--- config.mk ---
export PLATFORM = sky130hd
export DESIGN_NAME = mpu_range_permission_check
export DESIGN_NICKNAME = d
export VERILOG_FILES = /design/src/hw/rtl/mrpc_pkg.sv /design/src/hw/rtl/mrpc_front.sv /design/src/hw/rtl/mrpc_cell.sv /design/src/hw/rtl/mpu_range_permission_check.sv
export SDC_FILE = /design/constraint.sdc
export NUM_CORES = 2
export LEC_CHECK = 0
export BUFFER_PORTS_ARGS = -buffer_cell sky130_fd_sc_hd__buf_2
export CORE_MARGIN = 3
export CORE_UTILIZATION = 58
export DETAILED_ROUTE_END_ITERATION = 10
export PLACE_DENSITY = 0.75
export SLEW_MARGIN = 5
export SYNTH_ARGS = -nofsm -noshare
export SYNTH_HDL_FRONTEND = slang
export SYNTH_HIERARCHICAL = 1
export SYNTH_SLANG_ARGS = --single-unit
--- constraint.sdc ---
create_clock -name clk -period 47.7 [get_ports clk]
set_clock_uncertainty 0.1 [all_clocks]
set_input_delay 4.77 -clock clk [delete_from_list [all_inputs] [get_ports clk]]
set_output_delay 4.77 -clock clk [all_outputs]
set_load 0.05 [all_outputs]
--- src/hw/rtl/mrpc_pkg.sv ---
// ----------------------------------------------------------------------------
// mrpc_pkg: shared types and constants of the region permission checker
// function codes, register indexes, reset values and the control word
// that travels down the cell chain
// ----------------------------------------------------------------------------
`default_nettype none

package mrpc_pkg;

	localparam int REGION_COUNT_DEF = 8;
	localparam int ADDRESS_BITS_DEF = 32;
	localparam int FIELD_BITS       = 32;

	localparam int S_TDATA_BITS = 184;
	localparam int S_TUSER_BITS = 2;
	localparam int M_TDATA_BITS = 8;
	localparam int CFG_IDX_BITS = 8;
	localparam int CFG_DAT_BITS = 8;

	typedef enum logic [1:0] {
		FUNC_WRITE    = 2'd0,
		FUNC_SUPERSET = 2'd1,
		FUNC_EXACT    = 2'd2,
		FUNC_RDWR     = 2'd3
	} func_t;

	localparam logic [CFG_IDX_BITS-1:0] CFG_READ_MASK  = 8'd0;
	localparam logic [CFG_IDX_BITS-1:0] CFG_WRITE_MASK = 8'd1;

	localparam logic [7:0] READ_MASK_RST  = 8'h01;
	localparam logic [7:0] WRITE_MASK_RST = 8'h02;

	typedef struct packed {
		func_t      func;
		logic [2:0] slot;
		logic [7:0] rights;
		logic [7:0] need;
		logic       priv;
		logic       rhint;
		logic       whint;
		logic       len_zero;
		logic       wlen_zero;
		logic       wrap_r;
		logic       wrap_w;
		logic       hit;
		logic       rhit;
		logic       whit;
	} ctl_t;

endpackage

`default_nettype wire

--- src/hw/rtl/mrpc_front.sv ---
// ----------------------------------------------------------------------------
// mrpc_front: entry stage of the checker
// reduces addresses to the address width, forms range ends and the
// wrap and zero-length flags, and starts the control word
// ----------------------------------------------------------------------------
`default_nettype none

module mrpc_front #(
	parameter int ADDRESS_BITS = mrpc_pkg::ADDRESS_BITS_DEF
) (
	input  wire                              clk,
	input  wire                              arst_n,
	input  wire                              en,
	input  wire                              in_vld,
	input  mrpc_pkg::func_t                  func,
	input  wire  [2:0]                       entry_slot,
	input  wire  [mrpc_pkg::FIELD_BITS-1:0]  entry_base,
	input  wire  [mrpc_pkg::FIELD_BITS-1:0]  entry_size,
	input  wire  [7:0]                       entry_rights,
	input  wire  [mrpc_pkg::FIELD_BITS-1:0]  address,
	input  wire  [mrpc_pkg::FIELD_BITS-1:0]  length,
	input  wire  [mrpc_pkg::FIELD_BITS-1:0]  write_length,
	input  wire  [7:0]                       need,
	input  wire                              privileged,
	input  wire                              text_readable_hint,
	input  wire                              data_writable_hint,
	output logic                             vld_s1,
	output mrpc_pkg::ctl_t                   ctl_s1,
	output logic [ADDRESS_BITS-1:0]          addr_s1,
	output logic [ADDRESS_BITS-1:0]          end_r_s1,
	output logic [ADDRESS_BITS-1:0]          end_w_s1,
	output logic [ADDRESS_BITS-1:0]          ebase_s1,
	output logic [ADDRESS_BITS-1:0]          esize_s1
);

	localparam int EXT_BITS = ADDRESS_BITS + mrpc_pkg::FIELD_BITS;

	logic [EXT_BITS-1:0]     addr_x, len_x, wlen_x, base_x, size_x;
	logic [ADDRESS_BITS-1:0] addr, len, wlen, end_r, end_w;
	mrpc_pkg::ctl_t          ctl;

	// zero extend, then keep the low address bits
	assign addr_x = {{ADDRESS_BITS{1'b0}}, address};
	assign len_x  = {{ADDRESS_BITS{1'b0}}, length};
	assign wlen_x = {{ADDRESS_BITS{1'b0}}, write_length};
	assign base_x = {{ADDRESS_BITS{1'b0}}, entry_base};
	assign size_x = {{ADDRESS_BITS{1'b0}}, entry_size};

	assign addr  = addr_x[ADDRESS_BITS-1:0];
	assign len   = len_x[ADDRESS_BITS-1:0];
	assign wlen  = wlen_x[ADDRESS_BITS-1:0];
	assign end_r = addr + len;
	assign end_w = addr + wlen;

	always_comb begin
		ctl.func      = func;
		ctl.slot      = entry_slot;
		ctl.rights    = entry_rights;
		ctl.need      = need;
		ctl.priv      = privileged;
		ctl.rhint     = text_readable_hint;
		ctl.whint     = data_writable_hint;
		ctl.len_zero  = (len == '0);
		ctl.wlen_zero = (wlen == '0);
		ctl.wrap_r    = (end_r < addr);
		ctl.wrap_w    = (end_w < addr);
		ctl.hit       = 1'b0;
		ctl.rhit      = 1'b0;
		ctl.whit      = 1'b0;
	end

	always_ff @(posedge clk or negedge arst_n) begin
		if (!arst_n) begin
			vld_s1 <= 1'b0;
		end else if (en) begin
			vld_s1 <= in_vld;
		end
	end

	always_ff @(posedge clk) begin
		if (en) begin
			ctl_s1   <= ctl;
			addr_s1  <= addr;
			end_r_s1 <= end_r;
			end_w_s1 <= end_w;
			ebase_s1 <= base_x[ADDRESS_BITS-1:0];
			esize_s1 <= size_x[ADDRESS_BITS-1:0];
		end
	end

endmodule

`default_nettype wire

--- src/hw/rtl/mrpc_cell.sv ---
// ----------------------------------------------------------------------------
// mrpc_cell: one region of the protection table
// holds base, end and rights of its slot, takes slot writes as they pass
// and adds its coverage verdict to the control word of each query
// ----------------------------------------------------------------------------
`default_nettype none

module mrpc_cell #(
	parameter int ADDRESS_BITS = mrpc_pkg::ADDRESS_BITS_DEF,
	parameter int CELL_INDEX   = 0
) (
	input  wire                     clk,
	input  wire                     arst_n,
	input  wire                     en,
	input  wire  [7:0]              read_mask,
	input  wire  [7:0]              write_mask,
	input  wire                     in_vld,
	input  mrpc_pkg::ctl_t          in_ctl,
	input  wire  [ADDRESS_BITS-1:0] in_addr,
	input  wire  [ADDRESS_BITS-1:0] in_end_r,
	input  wire  [ADDRESS_BITS-1:0] in_end_w,
	input  wire  [ADDRESS_BITS-1:0] in_ebase,
	input  wire  [ADDRESS_BITS-1:0] in_esize,
	output logic                    vld_s1,
	output mrpc_pkg::ctl_t          ctl_s1,
	output logic [ADDRESS_BITS-1:0] addr_s1,
	output logic [ADDRESS_BITS-1:0] end_r_s1,
	output logic [ADDRESS_BITS-1:0] end_w_s1,
	output logic [ADDRESS_BITS-1:0] ebase_s1,
	output logic [ADDRESS_BITS-1:0] esize_s1
);

	localparam logic [5:0] IDX = 6'(CELL_INDEX);

	logic [ADDRESS_BITS-1:0] base_q, end_q, wend;
	logic [7:0]              rights_q;
	logic                    nowrap_q;
	logic                    wr, cov_r, cov_w, fit;
	mrpc_pkg::ctl_t          ctl;

	assign wend  = in_ebase + in_esize;
	assign wr    = en && in_vld && (in_ctl.func == mrpc_pkg::FUNC_WRITE)
	               && ({3'b000, in_ctl.slot} == IDX);
	assign cov_r = nowrap_q && (in_addr >= base_q) && (in_end_r <= end_q);
	assign cov_w = nowrap_q && (in_addr >= base_q) && (in_end_w <= end_q);

	always_comb begin
		if (in_ctl.func == mrpc_pkg::FUNC_EXACT) begin
			fit = (rights_q == in_ctl.need);
		end else begin
			fit = ((rights_q & in_ctl.need) == in_ctl.need);
		end
		ctl      = in_ctl;
		ctl.hit  = in_ctl.hit  | (fit && cov_r);
		ctl.rhit = in_ctl.rhit | (((rights_q & read_mask) == read_mask) && cov_r);
		ctl.whit = in_ctl.whit | (((rights_q & write_mask) == write_mask) && cov_w);
	end

	// region contents, cleared at reset to a zero-size region
	always_ff @(posedge clk or negedge arst_n) begin
		if (!arst_n) begin
			base_q   <= '0;
			end_q    <= '0;
			nowrap_q <= 1'b1;
			rights_q <= '0;
		end else if (wr) begin
			base_q   <= in_ebase;
			end_q    <= wend;
			nowrap_q <= (wend >= in_ebase);
			rights_q <= in_ctl.rights;
		end
	end

	always_ff @(posedge clk or negedge arst_n) begin
		if (!arst_n) begin
			vld_s1 <= 1'b0;
		end else if (en) begin
			vld_s1 <= in_vld;
		end
	end

	always_ff @(posedge clk) begin
		if (en) begin
			ctl_s1   <= ctl;
			addr_s1  <= in_addr;
			end_r_s1 <= in_end_r;
			end_w_s1 <= in_end_w;
			ebase_s1 <= in_ebase;
			esize_s1 <= in_esize;
		end
	end

endmodule

`default_nettype wire

--- src/hw/rtl/mpu_range_permission_check.sv ---
// ----------------------------------------------------------------------------
// mpu_range_permission_check: region table and access permission check
// Usage: every transaction on s_axis carries one item; tuser holds the
// function code (slot write, superset check, exact check, read/write
// check) and tdata the operands. Each item yields one result on m_axis,
// bit 0 of tdata being the allowed flag (a slot write answers zero).
// The items walk a row of REGION_COUNT cells, one region per cell, each
// cell a register stage, behind an entry stage that forms the range ends,
// and in front of an output register. One item is accepted per cycle in
// steady flow, slot writes included, since a write reaches its cell before
// any later query does. When m_axis stalls with a result held, the whole
// row holds and s_axis_tready drops until the result is taken.
// The cfg port writes the read and write rights masks; cfg_ready is always
// high, and the masks should only change while no item is in flight.
// Reset clears all regions to zero size, the masks to their defaults
// (read 0x01, write 0x02) and empties the row.
// ----------------------------------------------------------------------------
`default_nettype none

module mpu_range_permission_check #(
	parameter int REGION_COUNT = mrpc_pkg::REGION_COUNT_DEF,
	parameter int ADDRESS_BITS = mrpc_pkg::ADDRESS_BITS_DEF
) (
	input  wire                               clk,
	input  wire                               arst_n,
	input  wire                               s_axis_tvalid,
	output logic                              s_axis_tready,
	// entry_slot, entry_base, entry_size, entry_rights, address, length,
	// write_length, need, privileged, text_readable_hint, data_writable_hint
	input  wire  [mrpc_pkg::S_TDATA_BITS-1:0] s_axis_tdata,
	// func
	input  wire  [mrpc_pkg::S_TUSER_BITS-1:0] s_axis_tuser,
	output logic                              m_axis_tvalid,
	input  wire                               m_axis_tready,
	// allowed
	output logic [mrpc_pkg::M_TDATA_BITS-1:0] m_axis_tdata,
	input  wire                               cfg_valid,
	output logic                              cfg_ready,
	input  wire  [mrpc_pkg::CFG_IDX_BITS-1:0] cfg_index,
	input  wire  [mrpc_pkg::CFG_DAT_BITS-1:0] cfg_data
);

	logic                    en;
	logic [7:0]              read_mask_q, write_mask_q;
	logic                    out_vld_q, allowed_q, allowed;
	mrpc_pkg::func_t         func;

	logic                    vld   [REGION_COUNT+1];
	mrpc_pkg::ctl_t          ctl   [REGION_COUNT+1];
	logic [ADDRESS_BITS-1:0] addr  [REGION_COUNT+1];
	logic [ADDRESS_BITS-1:0] end_r [REGION_COUNT+1];
	logic [ADDRESS_BITS-1:0] end_w [REGION_COUNT+1];
	logic [ADDRESS_BITS-1:0] ebase [REGION_COUNT+1];
	logic [ADDRESS_BITS-1:0] esize [REGION_COUNT+1];

	mrpc_pkg::ctl_t          last;

	assign en            = !out_vld_q || m_axis_tready;
	assign s_axis_tready = en;
	assign cfg_ready     = 1'b1;
	assign func          = mrpc_pkg::func_t'(s_axis_tuser);

	always_ff @(posedge clk or negedge arst_n) begin
		if (!arst_n) begin
			read_mask_q  <= mrpc_pkg::READ_MASK_RST;
			write_mask_q <= mrpc_pkg::WRITE_MASK_RST;
		end else if (cfg_valid) begin
			if (cfg_index == mrpc_pkg::CFG_READ_MASK) begin
				read_mask_q <= cfg_data;
			end else if (cfg_index == mrpc_pkg::CFG_WRITE_MASK) begin
				write_mask_q <= cfg_data;
			end
		end
	end

	mrpc_front #(
		.ADDRESS_BITS(ADDRESS_BITS)
	) u_front (
		.clk                (clk),
		.arst_n             (arst_n),
		.en                 (en),
		.in_vld             (s_axis_tvalid),
		.func               (func),
		.entry_slot         (s_axis_tdata[2:0]),
		.entry_base         (s_axis_tdata[34:3]),
		.entry_size         (s_axis_tdata[66:35]),
		.entry_rights       (s_axis_tdata[74:67]),
		.address            (s_axis_tdata[106:75]),
		.length             (s_axis_tdata[138:107]),
		.write_length       (s_axis_tdata[170:139]),
		.need               (s_axis_tdata[178:171]),
		.privileged         (s_axis_tdata[179]),
		.text_readable_hint (s_axis_tdata[180]),
		.data_writable_hint (s_axis_tdata[181]),
		.vld_s1             (vld[0]),
		.ctl_s1             (ctl[0]),
		.addr_s1            (addr[0]),
		.end_r_s1           (end_r[0]),
		.end_w_s1           (end_w[0]),
		.ebase_s1           (ebase[0]),
		.esize_s1           (esize[0])
	);

	for (genvar i = 0; i < REGION_COUNT; i++) begin : g_cell
		mrpc_cell #(
			.ADDRESS_BITS(ADDRESS_BITS),
			.CELL_INDEX  (i)
		) u_cell (
			.clk        (clk),
			.arst_n     (arst_n),
			.en         (en),
			.read_mask  (read_mask_q),
			.write_mask (write_mask_q),
			.in_vld     (vld[i]),
			.in_ctl     (ctl[i]),
			.in_addr    (addr[i]),
			.in_end_r   (end_r[i]),
			.in_end_w   (end_w[i]),
			.in_ebase   (ebase[i]),
			.in_esize   (esize[i]),
			.vld_s1     (vld[i+1]),
			.ctl_s1     (ctl[i+1]),
			.addr_s1    (addr[i+1]),
			.end_r_s1   (end_r[i+1]),
			.end_w_s1   (end_w[i+1]),
			.ebase_s1   (ebase[i+1]),
			.esize_s1   (esize[i+1])
		);
	end

	assign last = ctl[REGION_COUNT];

	always_comb begin
		unique case (last.func)
			mrpc_pkg::FUNC_WRITE: begin
				allowed = 1'b0;
			end
			mrpc_pkg::FUNC_SUPERSET: begin
				allowed = last.priv || last.len_zero || (!last.wrap_r && last.hit);
			end
			mrpc_pkg::FUNC_EXACT: begin
				allowed = !last.len_zero && !last.wrap_r && last.hit;
			end
			mrpc_pkg::FUNC_RDWR: begin
				allowed = last.priv
				          || ((last.len_zero || (!last.wrap_r && last.rhit) || last.rhint)
				          && (last.wlen_zero || (!last.wrap_w && last.whit) || last.whint));
			end
			default: begin
				allowed = 1'b0;
			end
		endcase
	end

	always_ff @(posedge clk or negedge arst_n) begin
		if (!arst_n) begin
			out_vld_q <= 1'b0;
		end else if (en) begin
			out_vld_q <= vld[REGION_COUNT];
		end
	end

	always_ff @(posedge clk) begin
		if (en) begin
			allowed_q <= allowed;
		end
	end

	assign m_axis_tvalid = out_vld_q;
	assign m_axis_tdata  = {{(mrpc_pkg::M_TDATA_BITS-1){1'b0}}, allowed_q};

endmodule

`default_nettype wire
After elaboration in Yosys (flattened, before gate mapping)
Cells that the tools add are included.

Add/sub/neg operators: 10. $lt $le $gt $ge: 34. Equality and inequality tests: 51. Multiplexer cells: 9. Bitwise logic cells: 46. Reduce and logical (&&, ||, !) cells: 105.

Operators with widths (count): $ge 32x32->1 (16); $le 32x32->1 (16); $add 32x32->32 (10); $eq 8x8->1 (32); $and 8x8->8 (24); $logic_and 1x1->1 (78); $logic_not 32->1 (2); $lt 32x32->1 (2); $or 1x1->1 (21); $eq 2x2->1 const B (10); $logic_not 2->1 (9); $eq 3x3->1 const B (4); $eq 8x1->1 const B (1); $logic_not 8->1 (1); $logic_or 1x1->1 (8); $mux 1 (8); $eq 3x2->1 const B (2); $logic_not 1->1 (4); $pmux 1 s4 (1); $eq 3x1->1 const B (1); $logic_not 3->1 (1); $reduce_and 3->1 (1); $eq 2x1->1 const B (1); $reduce_and 2->1 (1); $not 1->1 (1).

Register bits: 2148. Input port bits: 207. Word-level logic and storage cells: 460.

Logic depth before layout (Yosys ltp)
Depth after elaboration: 7. Gate-level depth with buffers: 20. Depth with buffers taken out: 20.

Hierarchy
The synthesis kept the hierarchy.

Modules (own cells, without submodules): mrpc_cell at g_cell[5].u_cell ... (times used 2, cells each 1062, area each 13155.1 µm²); mrpc_cell at g_cell[4].u_cell (times used 1, cells each 1179, area each 13718.2 µm²); mrpc_cell at g_cell[3].u_cell (times used 1, cells each 1172, area each 13693.1 µm²); mrpc_cell at g_cell[1].u_cell (times used 1, cells each 1165, area each 13690.6 µm²); mrpc_cell at g_cell[0].u_cell (times used 1, cells each 1164, area each 13684.4 µm²); mrpc_cell at g_cell[7].u_cell (times used 1, cells each 1063, area each 13141.4 µm²); mrpc_cell at g_cell[2].u_cell (times used 1, cells each 1067, area each 13137.6 µm²); mrpc_front (times used 1, cells each 763, area each 10058.4 µm²); mpu_range_permission_check (times used 1, cells each 64, area each 872.1 µm²).

Worst setup path after synthesis
No wires, ideal clock.

Kind: input port to flip-flop. Start point: in m_axis_tready. End point: reg g_cell[0].u_cell.vld_s1. Library setup time: 0.212 ns. Arrival: 51.371 ns. Data required time: 47.388 ns. Slack: -3.983 ns. Stages on the path: 2. Buffers on the path: 0. Cells stage by stage: nand2b_1 > mux2_2.

Word-level cells in the longest chain between the ends: 1.

Ends and longest elaborated chain: start: declaration (RTL line mpu_range_permission_check.sv:34) `input wire m_axis_tready,`; $logic_or 1x1->1 (RTL line mpu_range_permission_check.sv:58) `assign en = !out_vld_q || m_axis_tready;`; end signal: assignment (RTL line mrpc_cell.sv:78) `vld_s1 <= in_vld;`; end: declaration (RTL line mrpc_cell.sv:24) `output logic vld_s1,`.

No other way between the ends. A chain may end at the register's enable or synchronous reset.

Final worst setup path
Start point: in m_axis_tready. End point: out s_axis_tready.

Word-level cells in the longest chain between the ends: 1.

Ends and longest elaborated chain: $logic_or 1x1->1 (RTL line mpu_range_permission_check.sv:58); end: declaration (RTL line mpu_range_permission_check.sv:27) `output logic s_axis_tready,`.

No other way between the ends.

==> flow_summary.yaml <==
clock_tree:
  post_cts_buffers: 0
  worstSkewPairLatency_ns: 0.87
  clockBufferDepth: 3
  cts_root_buffer: "clkbuf_16"
  path_clk_slew_ns: 0.06
  htreeDepth: 4
  tritoncts: "done"
  cts_sinks: 2148
  numCtsBuffers: 217
  hold_buffers: 0
  cts.repair.resized: 0
sta:
  setup_viol_count_final: 0
  rsz0062_at_grt: "no"
  hold_viol_final: 0
  min_period_ns: 10.68
  timing.fmax_ghz: 0.0936
  drv_slew: 0
  fin_tns_setup_ns: 0
  min_period_over_period_pct: 22.4
  tightest_slew_ns: 1.25
  timing.slew.headroom_pct: 16.0
critical_path:
  max_stage_delay_ns: 0.56
  cp_num_buf_inv: 2
  cp_top_family: "simple AND/OR/NAND/NOR gates"
  crit_arrival_ns: 5.81
  cp_slowest_cell: "nand2b_4"
  crit_required_ns: 42.83
  critPathLaunchType: "primary input"
  crit_top_cell: "buf_2"
  cp_cell_sequence: "buf_2 > nand2b_4 > buf_2"
  crit_type: "in -> out"
  cp-end-kind: "output pin"
  crit_fanout: 53
power:
  p_sw_mw: 3.79
  clkPwrFrac_pct: 18.5
  leakagePower_nw: 54.9
  p_per_area_nw_per_um2: 74.8
  pwr-share-comb_pct: 43.8
  pwr-share-seq_pct: 37.7
  power.internal_mw: 5.50
  ir_drop_uv: 57.1
  netSwitchingFraction_pct: 40.8
grt:
  overflow: 0
  antenna_found_initial: 5
  grt_pass1_vias: 76500
  grt_pass1_wl_mm: 462
  track_usage_pct: 31.0
  grt_max_degree: 167
floorplanning:
  die_h_um: 447
  start_util_pct: 58.5
  coreArea_um2: 193000
  die_w_um: 447
  dieArea_um2: 200000
  rows: 161
  ios: 218
drt:
  viasPerCell: 6.09
  wl_per_cell_um: 24.8
  routed_wirelength_mm: 312
  vias: 76700
  antenna_left: 0
  drc: 0
  first_pass_iters: 8
  drt_iter0_markers: 7089
finish:
  postLayoutCellArea_um2: 124000
  drive_gt1_share_pct: 8.16
  syn_to_final_growth_pct: 9.99
  final_net_count: 11500
  fillers: 14600
yosys:
  netlist_instances: 9582
  syn_area_um2: 113000
  ys_warn_count: 6
  avgSynthCellArea_um2: 11.8
placed_design:
  portBuffers: 207
  post_dp_cell_area_um2: 117000
  dpl.hpwl_mm: 248
  gp_congestion: 0.999
run_status:
  outcome: "finished, final reports clean"
flow_run:
  drv_cap: 0
worst_hold_path:
  min_path_type: "reg -> reg"
worst reg2reg max path: stages, from the launching register on:
cell and delay [ns]:
dfrtp_1 0.41, nand2b_4 0.53, buf_4 0.81, buf_4 0.76
buf_12 0.62, buf_12 0.81, buf_4 0.97
power by group through the flow:
stage                     Sequential, mW  Clock, mW  Combinational [mW]
after floorplan                     3.81          0                2.89
after global placement              3.50          0                3.85
after detailed placement            3.52          0                3.99
after CTS                           3.49       1.75                4.03
after global routing                3.57       1.83                4.52
final                               3.50       1.72                4.07
placed cells by master (no fill, tap or decap), types with 51 or more instances in the layout:
cell and instances:
edfxtp_1 1538, a211oi_1 73, a31oi_1 78, inv_1 980, nand3_1 115, nand2_1 825
nor2_1 230, o211ai_1 69, o21a_1 55, mux2_2 87, ha_1 1388, o21ai_0 700
dfrtp_1 600, nand4_1 258, clkbuf_16 220, xor2_1 115, a22oi_1 60, nor4_1 63
xnor2_1 173, nand2b_1 64, buf_2 206, a21o_1 473, nor2b_1 90, a21oi_1 593
nor3_1 51
registers in the layout, summed over array words and instances, names as in the netlist, 64 cells and up:
register,flops
g_cell.u_cell/end_r_s1,224
g_cell.u_cell/esize_s1,224
g_cell.u_cell/end_w_s1,224
g_cell.u_cell/addr_s1,224
g_cell.u_cell/ctl_s1,229
g_cell.u_cell/end_q,256
g_cell.u_cell/rights_q,64
g_cell.u_cell/ebase_s1,224
g_cell.u_cell/base_q,256
routing by layer:
| layer | share of wire [%] | vias up | track usage [%] |
|---|---|---|---|
| li1 | - | 36000 | - |
| met1 | 41 | 37300 | 40.1 |
| met2 | 47 | 2602 | 50.6 |
| met3 | 4.8 | 742 | 3.12 |
| met4 | 7.4 | 0 | 19.7 |
| met5 | 0 | - | 0 |
through the flow:
stage	hold slack, ns	power, mW	setup slack, ns	utilization, %	cells
floorplan	0.300	6.70	0.775	-	9590
global placement	0.300	7.35	37.03	60.5	12200
detailed placement	0.305	7.52	37.01	60.5	12200
CTS	0.317	9.27	37.01	64.4	12600
global route	0.320	9.92	36.95	64.4	12600
finish	0.316	9.29	37.02	64.4	12600
worst paths after layout:
check / slack, ns / cells past startpoint / startpoint / to
worst max-delay path: 37.02 / 3 / m_axis_tready / s_axis_tready
worst min-delay path: 0.32 / 0 / g_cell[6].u_cell/ctl_s1[7]$_DFFE_PP_ / g_cell[7].u_cell/ctl_s1[7]$_DFFE_PP_
worst max register to register: 42.20 / 6 / m_axis_tvalid$_DFFE_PN0P_ / u_front/end_w_s1[15]$_DFFE_PP_
worst min register to register: 0.32 / 0 / g_cell[6].u_cell/ctl_s1[7]$_DFFE_PP_ / g_cell[7].u_cell/ctl_s1[7]$_DFFE_PP_
max in group asynchronous: 40.65 / 4 / arst_n / g_cell[2].u_cell/rights_q[4]$_DFFE_PN0P_
min in group asynchronous: 3.73 / 1 / arst_n / g_cell[7].u_cell/end_q[3]$_DFFE_PN0P_
final cells by class:
cell class	count	area (µm²)	share of cell area, %
multi-input cells	6264	47100	37.9
diodes	8	20.0	0.0161
flip-flops and latches	2148	61500	49.5
repair buffers	258	1470	1.18
clock buffers	282	5910	4.76
clock inverters	133	1440	1.16
inverters	980	3680	2.96
well taps	2526	3160	2.54
Note: power is estimated with default switching activity, not from simulation.
